### src/hdl/rmq_pkg.sv
`timescale 1ns / 1ps
// ----------------------------------------------------------------------------
// rmq_pkg
// Shared widths, codes and sideband types of the matrix-to-quaternion pipe.
// ----------------------------------------------------------------------------
package rmq_pkg;

  localparam int FRAC_BITS  = 14;
  localparam int EW         = 16;                    // element and result width
  localparam int AW         = 19;                    // square-root argument width
  localparam int OW         = 17;                    // off-diagonal sum width
  localparam int ARG_W      = 17;                    // magnitude bits of a positive argument
  localparam int SQ_IN_W    = ARG_W + FRAC_BITS - 2; // radicand width
  localparam int SQ_W       = 30;                    // radicand datapath width
  localparam int SQ_STEPS   = (SQ_IN_W + 1) / 2;     // one root bit per stage
  localparam int ROOT_W     = SQ_STEPS;
  localparam int DEN_W      = ROOT_W + 2;
  localparam int NUM_W      = OW + FRAC_BITS;
  localparam int QW         = 17;                    // quotient bits kept
  localparam int CMP_W      = DEN_W + QW;
  localparam int DIV_STEPS  = QW;
  localparam int LANES      = 3;

  typedef enum logic [1:0] {
    BIG_X = 2'd0,
    BIG_Y = 2'd1,
    BIG_Z = 2'd2,
    BIG_W = 2'd3
  } big_t;

  typedef struct packed {
    big_t big;
    logic degen;
  } meta_t;

  typedef struct packed {
    logic [LANES-1:0][OW-1:0] d;
    meta_t                    meta;
  } side_t;

  typedef struct packed {
    logic [ROOT_W-1:0]        c;
    logic [LANES-1:0][QW-1:0] q;
    logic [LANES-1:0]         neg;
    logic [LANES-1:0]         ovf;
    meta_t                    meta;
  } div_out_t;

endpackage

### src/hdl/rmq_sqrt.sv
`timescale 1ns / 1ps
// ----------------------------------------------------------------------------
// rmq_sqrt
// Pipelined integer square root, one result bit per stage, with sideband.
// ----------------------------------------------------------------------------
module rmq_sqrt import rmq_pkg::*; (
  input  logic               clk,
  input  logic               rst,
  input  logic               en,
  input  logic               in_vld,
  input  logic [SQ_IN_W-1:0] in_n,
  input  side_t              in_side,
  output logic               out_vld,
  output logic [ROOT_W-1:0]  out_root,
  output side_t              out_side
);

  typedef struct packed {
    logic [SQ_W-1:0] n;
    logic [SQ_W-1:0] res;
    side_t           side;
  } sq_stg_t;

  sq_stg_t stg [SQ_STEPS];
  logic    vld [SQ_STEPS];

  for (genvar g = 0; g < SQ_STEPS; g++) begin : g_step
    localparam logic [SQ_W-1:0] BITV = SQ_W'(1) << (2 * (SQ_STEPS - 1 - g));
    sq_stg_t cur;
    sq_stg_t nxt;
    logic    cur_vld;
    logic [SQ_W-1:0] trial;

    if (g == 0) begin : g_first
      assign cur.n    = SQ_W'(in_n);
      assign cur.res  = '0;
      assign cur.side = in_side;
      assign cur_vld  = in_vld;
    end else begin : g_rest
      assign cur     = stg[g-1];
      assign cur_vld = vld[g-1];
    end

    always_comb begin
      trial    = cur.res + BITV;
      nxt.side = cur.side;
      if (cur.n >= trial) begin
        nxt.n   = cur.n - trial;
        nxt.res = (cur.res >> 1) + BITV;
      end else begin
        nxt.n   = cur.n;
        nxt.res = cur.res >> 1;
      end
    end

    always_ff @(posedge clk) begin
      if (rst) begin
        vld[g] <= 1'b0;
      end else if (en) begin
        vld[g] <= cur_vld;
      end
    end

    always_ff @(posedge clk) begin
      if (en) begin
        stg[g] <= nxt;
      end
    end
  end

  assign out_vld  = vld[SQ_STEPS-1];
  assign out_root = stg[SQ_STEPS-1].res[ROOT_W-1:0];
  assign out_side = stg[SQ_STEPS-1].side;

endmodule

### config.mk
export PLATFORM = sky130hd
export DESIGN_NAME = rmq_sqrt
export DESIGN_NICKNAME = d
export VERILOG_FILES = /design/src/hdl/rmq_pkg.sv /design/src/hdl/rmq_sqrt.sv
export SDC_FILE = /design/constraint.sdc
export NUM_CORES = 1
export LEC_CHECK = 0
export BUFFER_PORTS_ARGS = -buffer_cell sky130_fd_sc_hd__buf_2
export CELL_PAD_IN_SITES_DETAIL_PLACEMENT = 1
export CELL_PAD_IN_SITES_GLOBAL_PLACEMENT = 1
export CORE_MARGIN = 2
export CORE_UTILIZATION = 25
export CTS_CLUSTER_SIZE = 30
export DETAILED_ROUTE_END_ITERATION = 6
export HOLD_SLACK_MARGIN = 0.05
export PLACE_DENSITY_LB_ADDON = 0.1
export SYNTH_ARGS = -nofsm -noshare
export SYNTH_HDL_FRONTEND = slang
export SYNTH_SLANG_ARGS = --single-unit
### constraint.sdc
create_clock -name clk -period 4 [get_ports clk]
set_input_delay 0.2 -clock clk [delete_from_list [all_inputs] [get_ports clk]]
set_output_delay 0.2 -clock clk [all_outputs]
set_load 0.01 [all_outputs]
# Word-level counts from Yosys, hierarchy flattened

Memory sizes are Yosys's and may differ from the RTL's.
Index checks and enable logic that the tools add are counted.

Register bits: 0
Memory bits (writable): 1725
Input port bits: 87
Output and inout port bits: 70
Logic and storage cells: 111
Memories: 2

Memory list:

| name | depth | bits a word | rd ports | clocked after Yosys merged registers in | write ports | line           | source |
|---|---|---|---|---|---|---|---|
| stg  | 15    | 114         | 15       | 0                                       | 15          | rmq_sqrt.sv:24 | `sq_stg_t stg [SQ_STEPS];` |
| vld  | 15    | 1           | 15       | 0                                       | 15          | rmq_sqrt.sv:25 | `logic vld [SQ_STEPS];` |

Add/sub/neg operators: 43
Magnitude comparators: 15
Mux-type cells: 36
Bitwise logic cells: 15

Operator list:

| kind                   | number |
|---|---|
| $mux 60                | 15 |
| $ge 30x30->1           | 14 |
| $sub 30x30->30         | 14 |
| $add 29x1->30 const B  | 1 |
| $add 29x11->30 const B | 1 |
| $add 29x13->30 const B | 1 |
| $add 29x15->30 const B | 1 |
| $add 29x17->30 const B | 1 |
| $add 29x19->30 const B | 1 |
| $add 29x21->30 const B | 1 |
| $add 29x23->30 const B | 1 |
| $add 29x25->30 const B | 1 |
| $add 29x27->30 const B | 1 |
| $add 29x3->30 const B  | 1 |
| $add 29x5->30 const B  | 1 |
| $add 29x7->30 const B  | 1 |
| $add 29x9->30 const B  | 1 |
| $add 30x1->30 const B  | 1 |
| $add 30x11->30 const B | 1 |
| $add 30x13->30 const B | 1 |
| $add 30x15->30 const B | 1 |
| $add 30x17->30 const B | 1 |
| $add 30x19->30 const B | 1 |
| $add 30x21->30 const B | 1 |
| 11 further kinds       | 45 |

# Logic depth before layout (Yosys ltp)

Gate-level depths: netlist of the first run.

Depth in word-level cells: 4
Mapped depth: 12
Mapped depth without buffers: 10

# Worst setup path after synthesis of the first run

No wires, ideal clock.

Path kind: register -> register
Start: memory stg[1][562] (netlist bit)
End: memory stg[1][666] (netlist bit), data pin
Setup time: 0.260 ns
Data arrival time: 2.949 ns
Path slack: 0.791 ns
Stages on the path, launching flop included: 9
Path buffers: 0
Period minus slack after synthesis: 3.209 ns
Path through: edfxtp_1 -> or3_2 -> or3_1 -> or2_4 -> or4_1 -> a311o_2 -> a211oi_4 -> inv_1 -> mux2_4

RTL lines:

| what               | line |
|---|---|
| start: declaration | rmq_sqrt.sv:24 |

==> results.cfg, run 1 <==
[run_status]
outcome = finished, final reports clean

[worst_setup_path]
worstSetupStartpointType = flip-flop
worstPathRequired_ns = 4.54
crit_family = simple AND/OR/NAND/NOR gates
cp-end-kind = flip-flop
critPathArrivalTime_ns = 3.98
crit_path_top_delay_cell = or3_2
path_cells = or3_2 -> or3_1 -> or2_4 -> or4_1 -> a311o_2 -> a211oi_4 -> buf_4 -> a211oi_1 -> a21o_1
critical-path-max-stage-delay_ns = 0.51
critPathKind = reg2reg
path_buf_inv = 1
crit_fanout = 22

[clock_network]
cts-resized-gates = 0
numCtsBuffers = 161
cts_root_buffer = clkbuf_16
clkSinkCount = 1365
holdBufCountCts = 167
path_clk_slew_ns = 0.06
clk_latency_ns = 0.79
cts_tree = built
clk_path_buf_depth = 3
post_cts_buffers = 0
cts_max_level = 4

[floorplan]
die-area_mm2 = 0.203
die_h_um = 451
core_mm2 = 0.199
die_w_um = 451
rows = 164
initial_core_util_pct = 25.1
ios = 157

[synth]
syn_inst = 2714
yosysMostFrequentCell = edfxtp_1
synth_area_per_cell_um2 = 18.4
synthArstFlopShare_pct = 0
synth_cell_types = 67
ys_warn_count = 0
synth_flop_cell = edfxtp_1
syn-cell-area_mm2 = 0.0499
ys_top_cells_by_count = edfxtp_1 (1365), inv_1 (156), ha_1 (131), nor2_1 (111), a21oi_1 (105)
synth_area_leader_cell = edfxtp_1
synth_edf_count = 1365
yosys-top-cells-area = edfxtp_1 (82%), ha_1 (3.3%), xnor2_1 (1.6%)
ys_seq_elements = 1365
yosys.area.top_type_share_pct = 82.1
synth-seq-area-share_pct = 82.1

[drt]
drc = 0
first_iter_violations = 1155
first_pass_iters = 4
ant_nets = 0
totalWireLength_um = 91200
vias = 23798
avgRoutedWirePerCell_um = 15.2
vias_per_cell = 3.96

[sta]
setup-tns-final_ns = 0
drv_slew = 0
max_freq_mhz = 290
rsz0062_at_grt = no
worst_slew_pin_slew_ns = 0.953
max-slew-margin-rel_pct = 36.4
fin_crit_ns = 3.45
fin_crit_sh_pct = 86.1
hold_viol = 0
final-setup-viol-count = 0
fin_skew_ns = 0.0278

[global_route]
track_usage_pct = 8.97
grt_max_degree = 111
grt_pass1_wl_um = 144000
overflow = 0
grt_antenna_before_repair = 0
grt_pass1_vias = 26001

[cells_and_area]
nFillCells = 20434
area_growth_pct = 22.6
num-nets-final = 3439
n_antenna_cell = 0
drive_gt1_share_pct = 13.8
fin_cells = 6009

[power]
pwr_density_cell_mw_per_mm2 = 568
peakVddDrop_mv = 0.360
leakage_uw = 0.0217

[hold_path]
hp-class = in2reg

[place]
place.gp.congestion = 0.769
dpl.cell_count = 5547
port_buffers = 156
dp_hpwl_um = 59100

[flow_run]
cap_violations = 0
==> registers in the layout, indices dropped and copies added, names as in the netlist <==
name / count
vld: 15
stg: 1350
==> cell type report <==
type / count / area (um^2) / share of cell area (%)
tap: 2656 / 3320 / 5.43
multi-input combinational: 1171 / 8250 / 13.5
clock buffer: 210 / 4260 / 6.95
sequential: 1365 / 41000 / 67.0
clock inverter: 85 / 833 / 1.36
inverter: 156 / 586 / 0.957
timing repair buffer: 366 / 2970 / 4.85
==> placed cells by master, fill, tap and decap left out, drive strengths merged, types with 11 or more instances in the layout <==
cell type and n:
a211oi 11, a21o 30, a21oi 105, and2 23, buf 199, bufinv 11
clkbuf 210, clkinv 61, dlygate4sd3 167, edfxtp 1365, ha 131, inv 167
mux2 29, nand2 98, nand2b 31, nand3 21, nand4 13, nor2 111
nor2b 25, nor3 44, nor4 63, o21a 31, o21ai 83, o21bai 13
or3 16, or4 12, xnor2 94, xor2 74
==> worst paths after layout <==
| kind | from | to | slack, ns | cells after the start |
|---|---|---|---|---|
| worst min-delay path | in_side[19] | stg[0][19]$_DFFE_PP_ | 0.15 | 2 |
| worst max register to register | stg[1][562]$_DFFE_PP_ | stg[1][660]$_DFFE_PP_ | 0.55 | 9 |
| worst max-delay path | stg[1][562]$_DFFE_PP_ | stg[1][660]$_DFFE_PP_ | 0.55 | 9 |
| worst min register to register | stg[0][585]$_DFFE_PP_ | stg[0][699]$_DFFE_PP_ | 0.40 | 0 |
==> layer usage <==
layer | wire length (um) | global-route usage, %
met1 | 37500 | 9.95
met3 | 3390 | 2.17
met5 | 0 | 0
met4 | 3700 | 4.65
met2 | 46600 | 15.9
==> power by group <==
part,internal [uW],switching (uW),leakage (uW)
Combinational,1250,1620,0.00596
Sequential,17200,636,0.0133
Clock,8250,5800,0.00247
==> per-stage QoR <==
step                      util, %  instance area [um^2]  worst slack, ns  hold WS, ns  power (uW)
final                        30.7                 61200            0.555        0.153       34800
after floorplan                 -                 49900            0.791        0.299       19700
after detailed placement     27.3                 54400            0.556        0.378       21000
after global routing         30.7                 61200            0.321       0.0901       36500
after CTS                    30.7                 61200            0.520       0.0558       35600
after global placement       27.3                 54400            0.595        0.376       20900
==> cells by family after synthesis <==
group	count (synthesis)	synth area share, %
flip-flops	1365	82.1
buffers and inverters	179	1.41
AO/OA/AOI/OAI	326	4.06
XOR/XNOR	168	2.95
AND/OR/NAND/NOR	507	5.38
adder cells (fa/ha/maj)	131	3.28
other	1	0.00751
multiplexers	37	0.822
(Power assumes the default switching activity.)
==> run 2, diff against run 1 <==
--- a/config.mk
+++ b/config.mk
@@ -9,7 +9,7 @@
 export CELL_PAD_IN_SITES_DETAIL_PLACEMENT = 1
 export CELL_PAD_IN_SITES_GLOBAL_PLACEMENT = 1
 export CORE_MARGIN = 2
-export CORE_UTILIZATION = 25
+export CORE_UTILIZATION = 35
 export CTS_CLUSTER_SIZE = 30
 export DETAILED_ROUTE_END_ITERATION = 6
 export HOLD_SLACK_MARGIN = 0.05
@@ -17,3 +17,4 @@
 export SYNTH_ARGS = -nofsm -noshare
 export SYNTH_HDL_FRONTEND = slang
 export SYNTH_SLANG_ARGS = --single-unit
+export TNS_END_PERCENT = 1
==> run 2 against run 1 <==
  * Clock power hardly changed
  * Critical path depth stayed put
  * Final cell count is 14% lower
  * Sequential power hardly changed
  * Sequential share of layout area is 2.1 points higher
  * Final area is 3.1% lower
  * Register-to-register slack worse by 0.097 ns
  * Clock skew is 0.0038 ns higher
  * Hold slack worse by 0.019 ns
  * First-iteration DRC count is 6.0% higher
  * Die area is 28% lower
  * Combinational power is 4% lower
  * Critical path type unchanged
  * Critical endpoint is now stg[1][339]$_DFFE_PP_
  * Largest cell class unchanged
==> results.cfg, run 2 (synthesis gave the netlist of run 1 again) <==
[sta]
fin_skew_ns = 0.0316
setup-tns-final_ns = 0
hold_viol = 0
max_freq_mhz = 282
worst_slew_pin_slew_ns = 0.966
final-setup-viol-count = 0
drv_slew = 0
setup_slack_ns = 0.457
max-slew-margin-rel_pct = 35.0
fin_hold_ws_ns = 0.134
fin_crit_sh_pct = 88.6
rsz0062_at_grt = no
fin_crit_ns = 3.54

[drt]
drc = 0
ant_nets = 0
first_pass_iters = 5
totalWireLength_um = 83400
vias = 23259
first_iter_violations = 1224
vias_per_cell = 4.52
avgRoutedWirePerCell_um = 16.2

[global_route]
use_met2_pct = 20.4
grt_busiest_layer = met2
grt_max_degree = 123
met3_usage_pct = 2.68
grt_antenna_before_repair = 2
grt_pass1_vias = 25407
grtUsageMet1_pct = 13.0
grt_pass1_wl_um = 134000
overflow = 0
track_usage_pct = 11.5

[floorplan]
die_h_um = 382
die_w_um = 382
die-area_mm2 = 0.146
rows = 138
ios = 157
core_mm2 = 0.142
initial_core_util_pct = 35.3

[place]
dp_hpwl_um = 53900
place_ws_ns = 0.444
place.gp.congestion = 0.881
port_buffers = 156

[cells_and_area]
largest_register_ffs = 1350
n_antenna_cell = 0
drive_gt1_share_pct = 14.2
num-nets-final = 3358
area_growth_pct = 18.8
top_register = stg
final_cell_mix = edfxtp_1 (1365), inv_1 (156), clkbuf_16 (155), buf_2 (155), ha_1 (131)
reg_top3 = stg x1350, vld x15
final_common_cell = edfxtp_1

[power]
peakVddDrop_mv = 0.341
pwr-share-seq_pct = 52.1
p_comb_share_pct = 8.1
switchingPower_uw = 7760
pwr_density_cell_mw_per_mm2 = 577
clkPwrFrac_pct = 39.9
swShare_pct = 22.7
leakage_uw = 0.0213
intPower_uw = 26500
p_total_uw = 34200

[worst_setup_path]
critical-path-max-stage-delay_ns = 0.61
cp-end-kind = flip-flop
worstSetupStartpointType = flip-flop
crit_fanout = 8
crit_family = simple AND/OR/NAND/NOR gates
critPathKind = reg2reg
critPathArrivalTime_ns = 4.03
worstPathRequired_ns = 4.48
crit_path_top_delay_cell = or4b_2
path_buf_inv = 0
path_cells = ha_1 -> or4b_2 -> nor4_1 -> nand4_1 -> o211ai_1 -> nand2b_1 -> nor4b_1 -> nand2_1 -> xnor2_1

[clock_network]
cts_max_level = 4
post_cts_buffers = 0
clkSinkCount = 1365
cts_root_buffer = clkbuf_16
numCtsBuffers = 152
clk_path_buf_depth = 3
cts-resized-gates = 0
clk_latency_ns = 0.76
holdBufCountCts = 93
path_clk_slew_ns = 0.06
cts_tree = built

[hold_path]
hp-class = in2reg

[run_status]
outcome = finished, final reports clean

[flow_run]
cap_violations = 0
[run 2: cell types whose count changed in the layout (fill, tap and decap cells not counted), sizes merged]
| cell | delta |
|---|---|
| buf | +2 |
| bufinv | +3 |
| clkbuf | -22 |
| clkinv | -7 |
| clkinvlp | +6 |
| dlygate4sd3 | -74 |
| inv | -7 |
[run 2: final cells by class]
cell class,instances,area [um^2]
well taps,1890,2360
clock buffers,188,4000
inverters,156,586
clock inverters,80,956
repair buffers,294,2150
multi-input cells,1171,8250
fillers,13721,82300
flip-flops and latches,1365,41000
[run 2: worst paths after layout]
check / from / to / slack [ns] / cells after the start
worst max register to register: stg[1][209]$_DFFE_PP_ / stg[1][339]$_DFFE_PP_ / 0.46 / 9
worst min-delay path: in_n[24] / stg[0][108]$_DFFE_PP_ / 0.13 / 2
worst max-delay path: stg[1][209]$_DFFE_PP_ / stg[1][339]$_DFFE_PP_ / 0.46 / 9
worst min register to register: stg[1][162]$_DFFE_PP_ / stg[1][276]$_DFFE_PP_ / 0.41 / 0
[run 2: routing by layer]
| metal | vias up | routed length, um |
|---|---|---|
| met1 | 11426 | 34000 |
| met4 | 0 | 3470 |
| met3 | 200 | 3010 |
| met5 | - | 0 |
| met2 | 357 | 43000 |
| li1 | 11276 | - |
[run 2: through the flow]
| stage | std cells | util [%] | cell area (um^2) |
|---|---|---|---|
| final | 5144 | 41.9 | 59300 |
| after global routing | 5144 | 41.9 | 59300 |
| after CTS | 5144 | 41.9 | 59300 |
| after detailed placement | 4783 | 37.7 | 53400 |
| after global placement | 4783 | 37.7 | 53400 |
| after floorplan | 2715 | - | 49900 |
[run 2: power by group through the flow]
stage | clock network, uW | registers (uW) | logic [uW]
floorplan | 0 | 17900 | 1790
global placement | 0 | 18100 | 2620
detailed placement | 0 | 18200 | 2730
CTS | 14200 | 17900 | 2810
global route | 14800 | 18000 | 3110
finish | 13700 | 17800 | 2760
